File: src/rtl/csd_pkg.sv
// Shared types, widths and codes for the character sequence delete block.
// Used by csd_dp, csd_ctrl and the top level under rtl; no dependencies.
package csd_pkg;

  localparam int CAPACITY    = 64;
  localparam int IDX_W       = $clog2(CAPACITY);
  localparam int CNT_W       = $clog2(CAPACITY + 1);
  localparam int CMD_W       = 3;
  localparam int CHAR_W      = 8;
  localparam int RIDX_W      = 6;
  localparam int ST_W        = 2;
  localparam int LEN_W       = 7;
  localparam int CMP_W       = (RIDX_W > CNT_W) ? RIDX_W : CNT_W;
  localparam int IN_TDATA_W  = 24;
  localparam int OUT_TDATA_W = 24;

  localparam logic [CMD_W-1:0] CMD_APPEND    = 3'd0;
  localparam logic [CMD_W-1:0] CMD_DEL_FIRST = 3'd1;
  localparam logic [CMD_W-1:0] CMD_DEL_LAST  = 3'd2;
  localparam logic [CMD_W-1:0] CMD_DEL_ALL   = 3'd3;
  localparam logic [CMD_W-1:0] CMD_READ      = 3'd4;

  localparam logic [ST_W-1:0] ST_OK        = 2'd0;
  localparam logic [ST_W-1:0] ST_UNDERFLOW = 2'd1;
  localparam logic [ST_W-1:0] ST_FULL      = 2'd2;
  localparam logic [ST_W-1:0] ST_RANGE     = 2'd3;

  typedef struct packed {
    logic accept;
    logic dispatch;
    logic scan_start;
    logic scan_run;
    logic find;
    logic pack_finish;
    logic rd_capture;
    logic load_out;
  } csd_cmd_t;

  typedef struct packed {
    logic [CMD_W-1:0] cmd;
    logic             empty;
    logic             scan_done;
    logic             out_free;
  } csd_sts_t;

endpackage

File: src/rtl/csd_ram.sv
// Generic simple dual-port RAM: one write port, one read port with registered data.
// No dependencies.
module csd_ram #(
  parameter int WIDTH = 8,
  parameter int DEPTH = 64
) (
  input  logic                     clk,
  input  logic                     wr_en,
  input  logic [$clog2(DEPTH)-1:0] wr_addr,
  input  logic [WIDTH-1:0]         wr_data,
  input  logic                     rd_en,
  input  logic [$clog2(DEPTH)-1:0] rd_addr,
  output logic [WIDTH-1:0]         rd_data
);

  logic [WIDTH-1:0] mem [DEPTH];

  always_ff @(posedge clk) begin
    if (wr_en) begin
      mem[wr_addr] <= wr_data;
    end
    if (rd_en) begin
      rd_data <= mem[rd_addr];
    end
  end

endmodule

File: src/rtl/csd_dp.sv
// Datapath: command latch, fill count, scan/compaction counters, result and output registers.
// Depends on csd_pkg and csd_ram.
module csd_dp
  import csd_pkg::*;
(
  input  logic                   clk,
  input  logic                   rst_n,
  input  logic [IN_TDATA_W-1:0]  in_tdata,
  input  csd_cmd_t               ctl,
  output csd_sts_t               sts,
  output logic                   out_tvalid,
  input  logic                   out_tready,
  output logic [OUT_TDATA_W-1:0] out_tdata
);

  logic [CMD_W-1:0]       cmd_r, cmd_nxt;
  logic [CHAR_W-1:0]      val_r, val_nxt;
  logic [RIDX_W-1:0]      idx_r, idx_nxt;
  logic [CNT_W-1:0]       fill_r, fill_nxt;
  logic [CNT_W-1:0]       ra_r, ra_nxt;
  logic                   sv_r, sv_nxt;
  logic [IDX_W-1:0]       sidx_r, sidx_nxt;
  logic [CNT_W-1:0]       wp_r, wp_nxt;
  logic                   hit_r, hit_nxt;
  logic [IDX_W-1:0]       pos_r, pos_nxt;
  logic [ST_W-1:0]        st_r, st_nxt;
  logic [LEN_W-1:0]       rem_r, rem_nxt;
  logic [CHAR_W-1:0]      rdc_r, rdc_nxt;
  logic                   out_vld_r, out_vld_nxt;
  logic [OUT_TDATA_W-1:0] out_data_r, out_data_nxt;

  logic              wr_en;
  logic [IDX_W-1:0]  wr_addr;
  logic [CHAR_W-1:0] wr_data;
  logic              rd_en;
  logic [IDX_W-1:0]  rd_addr;
  logic [CHAR_W-1:0] rd_data;
  logic [CMP_W-1:0]  idx_ext;
  logic [CMP_W-1:0]  fill_ext;
  logic              match;
  logic              drop;

  csd_ram #(
    .WIDTH (CHAR_W),
    .DEPTH (CAPACITY)
  ) u_store (
    .clk     (clk),
    .wr_en   (wr_en),
    .wr_addr (wr_addr),
    .wr_data (wr_data),
    .rd_en   (rd_en),
    .rd_addr (rd_addr),
    .rd_data (rd_data)
  );

  assign idx_ext  = CMP_W'(idx_r);
  assign fill_ext = CMP_W'(fill_r);
  assign match    = (rd_data == val_r);
  // entry leaves the sequence during compaction
  assign drop = ((cmd_r == CMD_DEL_ALL) && match) ||
                ((cmd_r == CMD_DEL_FIRST) && match && !hit_r) ||
                ((cmd_r == CMD_DEL_LAST) && hit_r && (sidx_r == pos_r));

  always_comb begin
    cmd_nxt      = cmd_r;
    val_nxt      = val_r;
    idx_nxt      = idx_r;
    fill_nxt     = fill_r;
    ra_nxt       = ra_r;
    sv_nxt       = sv_r;
    sidx_nxt     = sidx_r;
    wp_nxt       = wp_r;
    hit_nxt      = hit_r;
    pos_nxt      = pos_r;
    st_nxt       = st_r;
    rem_nxt      = rem_r;
    rdc_nxt      = rdc_r;
    out_vld_nxt  = out_vld_r;
    out_data_nxt = out_data_r;
    wr_en        = 1'b0;
    wr_addr      = wp_r[IDX_W-1:0];
    wr_data      = rd_data;
    rd_en        = 1'b0;
    rd_addr      = ra_r[IDX_W-1:0];

    if (ctl.accept) begin
      cmd_nxt = in_tdata[CMD_W-1:0];
      val_nxt = in_tdata[CMD_W +: CHAR_W];
      idx_nxt = in_tdata[CMD_W + CHAR_W +: RIDX_W];
      st_nxt  = ST_OK;
      rem_nxt = '0;
      rdc_nxt = '0;
      hit_nxt = 1'b0;
    end

    if (ctl.dispatch) begin
      case (cmd_r)
        CMD_APPEND: begin
          if (fill_r >= CNT_W'(CAPACITY)) begin
            st_nxt = ST_FULL;
          end else begin
            wr_en    = 1'b1;
            wr_addr  = fill_r[IDX_W-1:0];
            wr_data  = val_r;
            fill_nxt = fill_r + 1'b1;
          end
        end
        CMD_DEL_FIRST, CMD_DEL_LAST, CMD_DEL_ALL: begin
          if (fill_r == '0) begin
            st_nxt = ST_UNDERFLOW;
          end
        end
        CMD_READ: begin
          if (idx_ext < fill_ext) begin
            rd_en   = 1'b1;
            rd_addr = idx_ext[IDX_W-1:0];
          end else begin
            st_nxt = ST_RANGE;
          end
        end
        default: begin
        end
      endcase
    end

    if (ctl.scan_run) begin
      // issue the next read while entries remain
      if (ra_r < fill_r) begin
        rd_en    = 1'b1;
        ra_nxt   = ra_r + 1'b1;
        sv_nxt   = 1'b1;
        sidx_nxt = ra_r[IDX_W-1:0];
      end else begin
        sv_nxt = 1'b0;
      end
      // handle the entry read in the previous cycle
      if (sv_r) begin
        if (ctl.find) begin
          if (match) begin
            hit_nxt = 1'b1;
            pos_nxt = sidx_r;
          end
        end else begin
          if ((cmd_r == CMD_DEL_FIRST) && match) begin
            hit_nxt = 1'b1;
          end
          if (!drop) begin
            wr_en  = 1'b1;
            wp_nxt = wp_r + 1'b1;
          end
        end
      end
    end

    if (ctl.scan_start) begin
      ra_nxt = '0;
      sv_nxt = 1'b0;
      wp_nxt = '0;
    end

    if (ctl.pack_finish) begin
      fill_nxt = wp_r;
      rem_nxt  = LEN_W'(fill_r - wp_r);
    end

    if (ctl.rd_capture) begin
      rdc_nxt = (st_r == ST_OK) ? rd_data : '0;
    end

    if (out_vld_r && out_tready) begin
      out_vld_nxt = 1'b0;
    end
    if (ctl.load_out) begin
      out_vld_nxt  = 1'b1;
      out_data_nxt = {rdc_r, rem_r, LEN_W'(fill_r), st_r};
    end
  end

  always_ff @(posedge clk) begin
    if (!rst_n) begin
      fill_r    <= '0;
      ra_r      <= '0;
      sv_r      <= 1'b0;
      wp_r      <= '0;
      hit_r     <= 1'b0;
      out_vld_r <= 1'b0;
    end else begin
      fill_r    <= fill_nxt;
      ra_r      <= ra_nxt;
      sv_r      <= sv_nxt;
      wp_r      <= wp_nxt;
      hit_r     <= hit_nxt;
      out_vld_r <= out_vld_nxt;
    end
  end

  always_ff @(posedge clk) begin
    cmd_r      <= cmd_nxt;
    val_r      <= val_nxt;
    idx_r      <= idx_nxt;
    sidx_r     <= sidx_nxt;
    pos_r      <= pos_nxt;
    st_r       <= st_nxt;
    rem_r      <= rem_nxt;
    rdc_r      <= rdc_nxt;
    out_data_r <= out_data_nxt;
  end

  assign sts.cmd       = cmd_r;
  assign sts.empty     = (fill_r == '0);
  assign sts.scan_done = (ra_r == fill_r) && !sv_r;
  assign sts.out_free  = !out_vld_r || out_tready;

  assign out_tvalid = out_vld_r;
  assign out_tdata  = out_data_r;

  a_fill_bound: assert property (@(posedge clk) disable iff (!rst_n)
    fill_r <= CNT_W'(CAPACITY))
    else $error("fill count above capacity");

  a_wp_behind_ra: assert property (@(posedge clk) disable iff (!rst_n)
    wp_r <= ra_r)
    else $error("compaction write pointer ahead of read pointer");

  a_pack_no_overtake: assert property (@(posedge clk) disable iff (!rst_n)
    (ctl.scan_run && !ctl.find && sv_r && !drop) |-> (wp_r <= CNT_W'(sidx_r)))
    else $error("compaction write overtakes the entry just read");

  a_single_removal: assert property (@(posedge clk) disable iff (!rst_n)
    (ctl.load_out && ((cmd_r == CMD_DEL_FIRST) || (cmd_r == CMD_DEL_LAST)))
      |-> (rem_r <= LEN_W'(1)))
    else $error("single delete removed more than one entry");

endmodule

File: src/rtl/csd_ctrl.sv
// Controller state machine: sequences dispatch, search, compaction and result hand-off.
// Depends on csd_pkg.
module csd_ctrl
  import csd_pkg::*;
(
  input  logic     clk,
  input  logic     rst_n,
  input  logic     in_tvalid,
  output logic     in_tready,
  input  csd_sts_t sts,
  output csd_cmd_t ctl
);

  typedef enum logic [5:0] {
    S_IDLE = 6'b000001,
    S_DISP = 6'b000010,
    S_FIND = 6'b000100,
    S_PACK = 6'b001000,
    S_RDW  = 6'b010000,
    S_RES  = 6'b100000
  } state_t;

  state_t state_r, state_nxt;

  always_comb begin
    state_nxt = state_r;
    ctl       = '0;
    in_tready = 1'b0;
    case (state_r)
      S_IDLE: begin
        in_tready = 1'b1;
        if (in_tvalid) begin
          ctl.accept = 1'b1;
          state_nxt  = S_DISP;
        end
      end
      S_DISP: begin
        ctl.dispatch = 1'b1;
        case (sts.cmd)
          CMD_DEL_FIRST, CMD_DEL_ALL: begin
            if (sts.empty) begin
              state_nxt = S_RES;
            end else begin
              ctl.scan_start = 1'b1;
              state_nxt      = S_PACK;
            end
          end
          CMD_DEL_LAST: begin
            if (sts.empty) begin
              state_nxt = S_RES;
            end else begin
              ctl.scan_start = 1'b1;
              state_nxt      = S_FIND;
            end
          end
          CMD_READ: state_nxt = S_RDW;
          default:  state_nxt = S_RES;
        endcase
      end
      S_FIND: begin
        ctl.scan_run = 1'b1;
        ctl.find     = 1'b1;
        if (sts.scan_done) begin
          ctl.scan_start = 1'b1;
          state_nxt      = S_PACK;
        end
      end
      S_PACK: begin
        ctl.scan_run = 1'b1;
        if (sts.scan_done) begin
          ctl.pack_finish = 1'b1;
          state_nxt       = S_RES;
        end
      end
      S_RDW: begin
        ctl.rd_capture = 1'b1;
        state_nxt      = S_RES;
      end
      S_RES: begin
        if (sts.out_free) begin
          ctl.load_out = 1'b1;
          state_nxt    = S_IDLE;
        end
      end
      default: state_nxt = S_IDLE;
    endcase
  end

  always_ff @(posedge clk) begin
    if (!rst_n) begin
      state_r <= S_IDLE;
    end else begin
      state_r <= state_nxt;
    end
  end

endmodule

File: src/rtl/char_sequence_delete_by_value_core.sv
// Ordered byte sequence store with delete-by-value: top level joining controller and datapath.
// Depends on csd_pkg, csd_ctrl, csd_dp (and csd_ram through csd_dp).
//
// Keeps up to CAPACITY (64) characters in order in a simple dual-port RAM and
// answers each command item with exactly one result item. Commands: append,
// delete first / last / every occurrence of a character (the gap is closed and
// order kept), and read the entry at an index. One item is worked on at a time;
// a new item is taken once the previous one has finished its work, even while
// its result still waits in the output register. Deletes are bounded by the
// single RAM read port, which scans one entry per cycle while the compacted
// entries are written back behind it; delete last first scans for the last
// match, then compacts. No clearing pass is needed after reset: only entries
// below the fill count are ever read.
module char_sequence_delete_by_value_core
  import csd_pkg::*;
(
  input  logic                   clk,
  input  logic                   rst_n,
  input  logic                   in_tvalid,
  output logic                   in_tready,
  // [2:0] cmd, [10:3] char_value, [16:11] read_index, [23:17] zero
  input  logic [IN_TDATA_W-1:0]  in_tdata,
  output logic                   out_tvalid,
  input  logic                   out_tready,
  // [1:0] status, [8:2] length, [15:9] removed_count, [23:16] read_char
  output logic [OUT_TDATA_W-1:0] out_tdata
);

  csd_cmd_t ctl;
  csd_sts_t sts;

  // Sequence the work of each item
  csd_ctrl u_ctrl (
    .clk       (clk),
    .rst_n     (rst_n),
    .in_tvalid (in_tvalid),
    .in_tready (in_tready),
    .sts       (sts),
    .ctl       (ctl)
  );

  // Hold the store, counters and the output register
  csd_dp u_dp (
    .clk        (clk),
    .rst_n      (rst_n),
    .in_tdata   (in_tdata),
    .ctl        (ctl),
    .sts        (sts),
    .out_tvalid (out_tvalid),
    .out_tready (out_tready),
    .out_tdata  (out_tdata)
  );

endmodule

File: config.mk
export PLATFORM = sky130hd
export DESIGN_NAME = char_sequence_delete_by_value_core
export DESIGN_NICKNAME = d
export VERILOG_FILES = /design/src/rtl/csd_pkg.sv /design/src/rtl/csd_ram.sv /design/src/rtl/csd_dp.sv /design/src/rtl/csd_ctrl.sv /design/src/rtl/char_sequence_delete_by_value_core.sv
export SDC_FILE = /design/constraint.sdc
export NUM_CORES = 1
export LEC_CHECK = 0
export ABC_AREA = 1
export BUFFER_PORTS_ARGS = -buffer_cell sky130_fd_sc_hd__buf_2
export CAP_MARGIN = 20
export CELL_PAD_IN_SITES_DETAIL_PLACEMENT = 1
export CELL_PAD_IN_SITES_GLOBAL_PLACEMENT = 1
export CORE_MARGIN = 5
export CORE_UTILIZATION = 56
export CTS_BUF_LIST = sky130_fd_sc_hd__clkbuf_2
export DETAILED_ROUTE_END_ITERATION = 6
export GPL_ROUTABILITY_DRIVEN = 0
export PLACE_DENSITY = 0.95
export REMOVE_ABC_BUFFERS = 1
export SYNTH_ARGS = -nofsm -noshare
export SYNTH_HDL_FRONTEND = slang
export SYNTH_SLANG_ARGS = --single-unit
File: constraint.sdc
create_clock -name clk -period 8.28 [get_ports clk]
set_input_delay 1.656 -clock clk [delete_from_list [all_inputs] [get_ports clk]]
set_output_delay 1.656 -clock clk [all_outputs]
set_load 0.02 [all_outputs]
==> results of run 1 <==
[critical path: stages, from the launching register on]
cell     delay, ns
dfxtp_1       0.48
inv_1         0.25
ha_1          0.35
nand2_1       0.05
inv_1         0.07
nand2_1       0.07
nand2_1       0.08
nand2_1       0.15
nand3_2       0.29
nand2_1       0.22
nand2_8       0.55
buf_4         0.77
nand2_1       0.20
nand3_1       0.16
nand3_1       0.18
nand3_1       0.27
nand3_1       0.14
nand3_1       0.28
nand2_1       0.13
[metal layers]
metal,GRT usage,up-vias,part of all wire
met5,0,-,0.00013
met4,0.283,2,0.095
met3,0.109,736,0.11
met2,0.629,2114,0.48
met1,0.417,11000,0.32
li1,-,9235,-
[cell usage in the layout, fill, tap and decap left out, types with 5 or more instances in the layout]
cell type and count:
or2_2 5, ha_1 22, o21ai_4 10, o21ai_0 18, nand2_1 702, inv_1 500
edfxtp_1 588, xor2_1 10, clkbuf_2 229, a21oi_1 30, nand4_1 12, clkinv_1 29
buf_2 46, nand3b_1 9, buf_4 17, diode_2 6, inv_2 10, nor2_1 133
nand3_1 471, dfxtp_1 32, nor3_1 15
[how the worst min path moves through the flow]
stage,slack [ns],cells after the start,from,end
2_1_floorplan,0.40,0,u_dp.rem_r[1],u_dp.out_tdata[10]
3_3_place_gp,0.40,0,u_dp.rem_r[6],u_dp.out_tdata[15]
3_5_place_dp,0.41,0,u_dp.rdc_r[4],u_dp.out_tdata[20]
4_1_cts,0.31,1,in_tdata[9],u_dp.val_r[6]
5_1_grt,0.36,1,in_tdata[9],u_dp.val_r[6]
6_report,0.40,1,in_tdata[9],u_dp.val_r[6]
[report_power, final]
group	internal, mW	switching [mW]	total (mW)
sequential	3.40	0.0131	3.41
combinational	0.0198	0.0607	0.0805
clock	0.830	1.46	2.29
[final cells by class]
type                    instances  area (um^2)
clock inverters                44          260
flip-flops and latches        620        18300
fillers                      5440        19000
well taps                     664          831
diodes                          6         15.0
multi-input cells            1490         6970
inverters                     506         1900
repair buffers                 68          452
clock buffers                 229         1150
[sequential cells by signal (all words and copies together) (netlist names), 7 cells and up]
signal	cells
u_dp.val_r	8
u_dp.rdc_r	8
u_dp.ra_r	7
u_dp.rem_r	7
u_dp.wp_r	7
u_dp.out_tdata	24
u_dp.u_store.rd_data	8
u_dp.u_store.mem	512
u_dp.fill_ext	7
[metrics by stage]
step                      hold slack [ns]  std cells  instance area (um^2)
after floorplan                     0.400       2616                 27000
after global placement              0.401       3344                 28400
after detailed placement            0.406       3345                 28400
after CTS                           0.313       3618                 29800
after global routing                0.364       3623                 29900
final                               0.396       3627                 29900
[logic make-up after synthesis]
family,Yosys count,synth area share
and+or+nand+nor,1373,0.215
DFF,620,0.663
adders and majority gates,23,0.0107
buffers and inverters,618,0.0901
AOI/OAI and AO/OA,82,0.0172
xor gates and xnor gates,12,0.00381
==> results.sh, run 1 <==
export IMPL_clock_sinks=620
export IMPL_synth_top_area_frac=0.640
export IMPL_slew_viol_final=0
export IMPL_cts_buffer_depth=3
export IMPL_synth_area_per_cell_um2=10.1
export IMPL_synth_edf_count=588
export IMPL_vias_per_cell=6.38
export IMPL_peakVddDrop_uv=158
export IMPL_htreeDepth=4
export IMPL_critical_path_endpoint_type="register"
export IMPL_ys_seq_elements=620
export IMPL_synth_distinct_cells=48
export IMPL_setup_tns_ns=0
export IMPL_timing_fmax_mhz=198
export IMPL_cts_repair_resized=0
export IMPL_dieWidth_um=232
export IMPL_pin_count=54
export IMPL_asyncSetResetFlopFracSynth=0
export IMPL_period_minus_slack_ns=5.06
export IMPL_dp_hpwl_um=53700
export IMPL_reg2reg_from="u_dp.fill_ext[1]"
export IMPL_drt_total_wl_um=104000
export IMPL_grt_pass1_vias=24900
export IMPL_area_growth_syn_to_layout_pct=8.23
export IMPL_synthTopCellsByCount="704 x nand2_1, 588 x edfxtp_1, 500 x inv_1"
export IMPL_rows=81
export IMPL_synth_area_leaders="edfxtp_1 64%, nand2_1 9.6%, nand3_1 8.5%, inv_1 6.8%, dfxtp_1 2.3%"
export IMPL_r2r_cells=18
export IMPL_yosysMostFrequentCell="nand2_1"
export IMPL_syn_area_um2=27600
export IMPL_cts_made_buffers=157
export IMPL_die_h_um=232
export IMPL_place_ws_ns=3.08
export IMPL_maxCapViolCount=0
export IMPL_dieArea_um2=53800
export IMPL_cp_arrival_ns=6.25
export IMPL_num_vias=23100
export IMPL_core_area_um2=48800
export IMPL_drtIter0Drc=3274
export IMPL_reg2reg_slack_ns=3.22
export IMPL_min_path_type="input pin to register"
export IMPL_grt_pass1_wl_um=152000
export IMPL_crit_path_start="u_dp.fill_ext[1]"
export IMPL_clock_latency_ns=1.51
export IMPL_clockRootBuffer="clkbuf_2"
export IMPL_cp_endpoint="u_dp.u_store.rd_data[5]"
export IMPL_power_leakage_nw=12.6
export IMPL_fin_skew_ns=0.159
export IMPL_crit_type="register to register"
export IMPL_drt_pass1_iterations=6
export IMPL_worst_slack_ns=3.22
export IMPL_clkTransAtPathRegs_ns=0.14
export IMPL_grt_usage=0.380
export IMPL_relSlewSlack=0.183
export IMPL_antenna_found_initial=3
export IMPL_grt_overflow=0
export IMPL_yosysSeqAreaShare=0.663
export IMPL_rsz0062_at_grt="false"
export IMPL_tritoncts="done"
export IMPL_final_antenna_net_count=0
export IMPL_cts_setup_buffers=0
export IMPL_nNetsFinal=2894
export IMPL_status="finished clean"
export IMPL_syn_inst=2728
export IMPL_finalCritPeriodShare=0.611
export IMPL_synth_flop_cell="edfxtp_1"
export IMPL_ctsHoldBuffers=0
export IMPL_wl_per_cell_um=28.7
export IMPL_synth_warnings=0
export IMPL_grt_max_degree=164
export IMPL_drc=0
export IMPL_p_per_area_nw_per_um2=194
export IMPL_start_util=0.565
export IMPL_setup_viol=0
export IMPL_cp_required_ns=9.48
export IMPL_fin_util=0.612
export IMPL_worstMarginPinSlew_ns=1.22
export IMPL_start_kind="register"
export IMPL_reg2reg_to="u_dp.u_store.rd_data[5]"
export IMPL_layout_drive_gt1_share=0.120
export IMPL_finalPower_mw=5.79
export IMPL_synth_largest_area_cell="edfxtp_1"
export IMPL_hold_viol=0
export IMPL_path_max_fanout=109
export IMPL_io_buffers=46
(Power assumes the default switching activity.)
==> inputs of run 2 (changes only) <==
Settings changed: ABC_AREA 1 to 0, CORE_UTILIZATION 56 to 55, PLACE_DENSITY 0.95 to 0.9.
Clock period 8.28 ns to 5.3 ns, I/O delays scaled along.
==> results.sh, run 2 <==
export IMPL_drc=1
export IMPL_pin_count=54
export IMPL_period_minus_slack_ns=4.97
export IMPL_num_vias=17100
export IMPL_grt_max_degree=119
export IMPL_tritoncts="done"
export IMPL_synthAdderAreaFrac=0.0115
export IMPL_area_growth_syn_to_layout_pct=10.5
export IMPL_grt_usage=0.287
export IMPL_synth_largest_area_cell="edfxtp_1"
export IMPL_grt_pass1_vias=18000
export IMPL_crit_slowest_cell="o211ai_4"
export IMPL_synth_compound_area_frac=0.0892
export IMPL_ys_seq_elements=620
export IMPL_syn_area_um2=25700
export IMPL_crit_type="register to register"
export IMPL_relSlewSlack=0.285
export IMPL_final_common_cell="edfxtp_1"
export IMPL_cts_setup_buffers=0
export IMPL_synth_area_mux_share=0.0576
export IMPL_final_antenna_net_count=0
export IMPL_worstMarginPinSlew_ns=1.06
export IMPL_final_instance_count_excl_fill=2692
export IMPL_synth_top_family_by_area="simple AND/OR/NAND/NOR gates"
export IMPL_dp_hpwl_um=45900
export IMPL_io_buffers=46
export IMPL_grt_overflow=0
export IMPL_syn_inst=1779
export IMPL_core_area_um2=46400
export IMPL_start_util=0.554
export IMPL_antenna_found_initial=2
export IMPL_fillers=4473
export IMPL_drt_pass1_iterations=7
export IMPL_fin_skew_ns=0.0722
export IMPL_dpl_cell_area_um2=26600
export IMPL_cp_arrival_ns=6.10
export IMPL_largest_reg_flops=512
export IMPL_rsz0062_at_grt="false"
export IMPL_cp_required_ns=6.43
export IMPL_cts_made_buffers=155
export IMPL_synth_distinct_cells=69
export IMPL_crit_path_max_incr_delay_ns=0.77
export IMPL_clock_sinks=620
export IMPL_crit_family="compound AO/OA/AOI/OAI gates"
export IMPL_setup_viol=0
export IMPL_synth_warnings=0
export IMPL_synthSimpleGateAreaFrac=0.0915
export IMPL_rows=79
export IMPL_fin_area_um2=28300
export IMPL_synthTopCellsByCount="588 x edfxtp_1, 258 x nand2_1, 142 x mux2i_1"
export IMPL_power_leakage_nw=10.4
export IMPL_cp_num_buf_inv=4
export IMPL_start_kind="register"
export IMPL_ctsHoldBuffers=19
export IMPL_vias_per_cell=6.34
export IMPL_min_path_type="input pin to register"
export IMPL_die_h_um=226
export IMPL_path_max_fanout=56
export IMPL_layout_common_cells="588 x edfxtp_1, 250 x nand2_1, 222 x clkbuf_2, 142 x mux2i_1, 96 x nor2_1"
export IMPL_asyncSetResetFlopFracSynth=0
export IMPL_critical_path_endpoint_type="register"
export IMPL_clockRootBuffer="clkbuf_2"
export IMPL_yosysMostFrequentCell="edfxtp_1"
export IMPL_yosysSeqAreaShare=0.713
export IMPL_slew_viol_final=0
export IMPL_dieWidth_um=226
export IMPL_status="complete, but fails checks"
export IMPL_violations="design-rule violations"
export IMPL_htreeDepth=4
export IMPL_synth_top_area_frac=0.688
export IMPL_clock_latency_ns=1.34
export IMPL_grt_pass1_wl_um=109000
export IMPL_timing_fmax_mhz=201
export IMPL_synth_area_per_cell_um2=14.4
export IMPL_drtIter0Drc=1693
export IMPL_top_register="u_dp.u_store.mem"
export IMPL_synth_edf_count=588
export IMPL_finalCritPeriodShare=0.938
export IMPL_synth_xor_area_frac=0.00956
export IMPL_p_per_area_nw_per_um2=317
export IMPL_clkTransAtPathRegs_ns=0.11
export IMPL_nNetsFinal=2010
export IMPL_cts_buffer_depth=3
export IMPL_maxCapViolCount=0
export IMPL_dieArea_um2=51100
export IMPL_peakVddDrop_uv=191
export IMPL_cts_repair_resized=0
export IMPL_hold_viol=0
export IMPL_dp_cells=2389
export IMPL_layout_drive_gt1_share=0.181
export IMPL_wl_per_cell_um=27.2
export IMPL_synth_flop_cell="edfxtp_1"
export IMPL_crit_chain="inv_1, ha_1, and4b_1, inv_2, o211ai_4, buf_4, a21o_4, buf_4, a211oi_1, a311oi_1, a211oi_1, a2111oi_2"
export IMPL_synth_area_leaders="edfxtp_1 69%, mux2i_1 5.5%, nand2_1 3.8%, dfxtp_1 2.5%, a211oi_1 2.1%"
export IMPL_drt_total_wl_um=73100
-- run 2: cell count changes after synthesis, sizes merged, moves of 24 or more --
cell and change:
a31oi +39, a311oi +24, a211oi +71, inv -457
buf -42, clkbuf +26, mux2i +144, nand2 -448
nand3 -409, o221ai +33, a222oi +24, nor2 -43
-- run 2: metrics by stage --
stage,power (mW),setup TNS [ns],worst slack (ns),util,hold slack [ns]
floorplan,5.64,-38.30,-4.79,-,0.400
global placement,5.72,0,0.617,0.574,0.400
detailed placement,5.75,0,0.518,0.575,0.407
CTS,9.05,0,0.418,0.611,0.132
global route,9.37,0,0.135,0.611,0.179
finish,8.99,0,0.329,0.611,0.221
-- run 2: final timing paths --
check / slack [ns] / from / endpoint / cells past startpoint
worst min-delay path: 0.22 / in_tvalid / u_ctrl.state_r[1] / 4
worst max-delay path: 0.33 / u_dp.fill_ext[4] / u_dp.u_store.rd_data[5] / 12
worst min register to register: 0.42 / u_dp.rem_r[4] / u_dp.out_tdata[13] / 0
worst max register to register: 0.33 / u_dp.fill_ext[4] / u_dp.u_store.rd_data[5] / 12
-- run 2: area by class of cell --
| cell class | instances | area, um^2 | share of cell area |
|---|---|---|---|
| inverter | 48 | 180 | 0.00636 |
| timing repair buffer | 119 | 878 | 0.0310 |
| clock inverter | 54 | 375 | 0.0132 |
| tap | 607 | 759 | 0.0268 |
| antenna | 7 | 17.5 | 0.000618 |
| multi-input combinational | 1015 | 6730 | 0.237 |
| clock buffer | 222 | 1110 | 0.0392 |
| sequential | 620 | 18300 | 0.645 |
-- run 2: metal layers --
layer  up-vias  track usage  part of all wire
li1       7313            -                 -
met1      8554        0.346              0.37
met2       964        0.488              0.50
met3       235       0.0642             0.082
met4         0        0.149             0.051
met5         -            0                 0
-- run 2: power by group --
part | leakage, nW | switching, mW | internal, mW
Sequential | 5.56 | 0.0491 | 5.37
Clock | 1.09 | 1.93 | 1.42
Combinational | 3.74 | 0.158 | 0.0753
Total | 10.4 | 2.13 | 6.86
-- run 2: logic make-up after synthesis --
group / Yosys count
adders and majority gates: 23
xor gates and xnor gates: 28
and+or+nand+nor: 524
buffers and inverters: 144
AOI/OAI and AO/OA: 295
DFF: 620
muxes: 145
-- run 2: worst reg2reg max path, stage by stage (launching register included) --
cell	delay, ns
dfxtp_1	0.61
inv_1	0.23
ha_1	0.36
and4b_1	0.21
inv_2	0.06
o211ai_4	0.77
buf_4	0.35
a21o_4	0.57
buf_4	0.50
a211oi_1	0.17
a311oi_1	0.41
a211oi_1	0.19
a2111oi_2	0.33
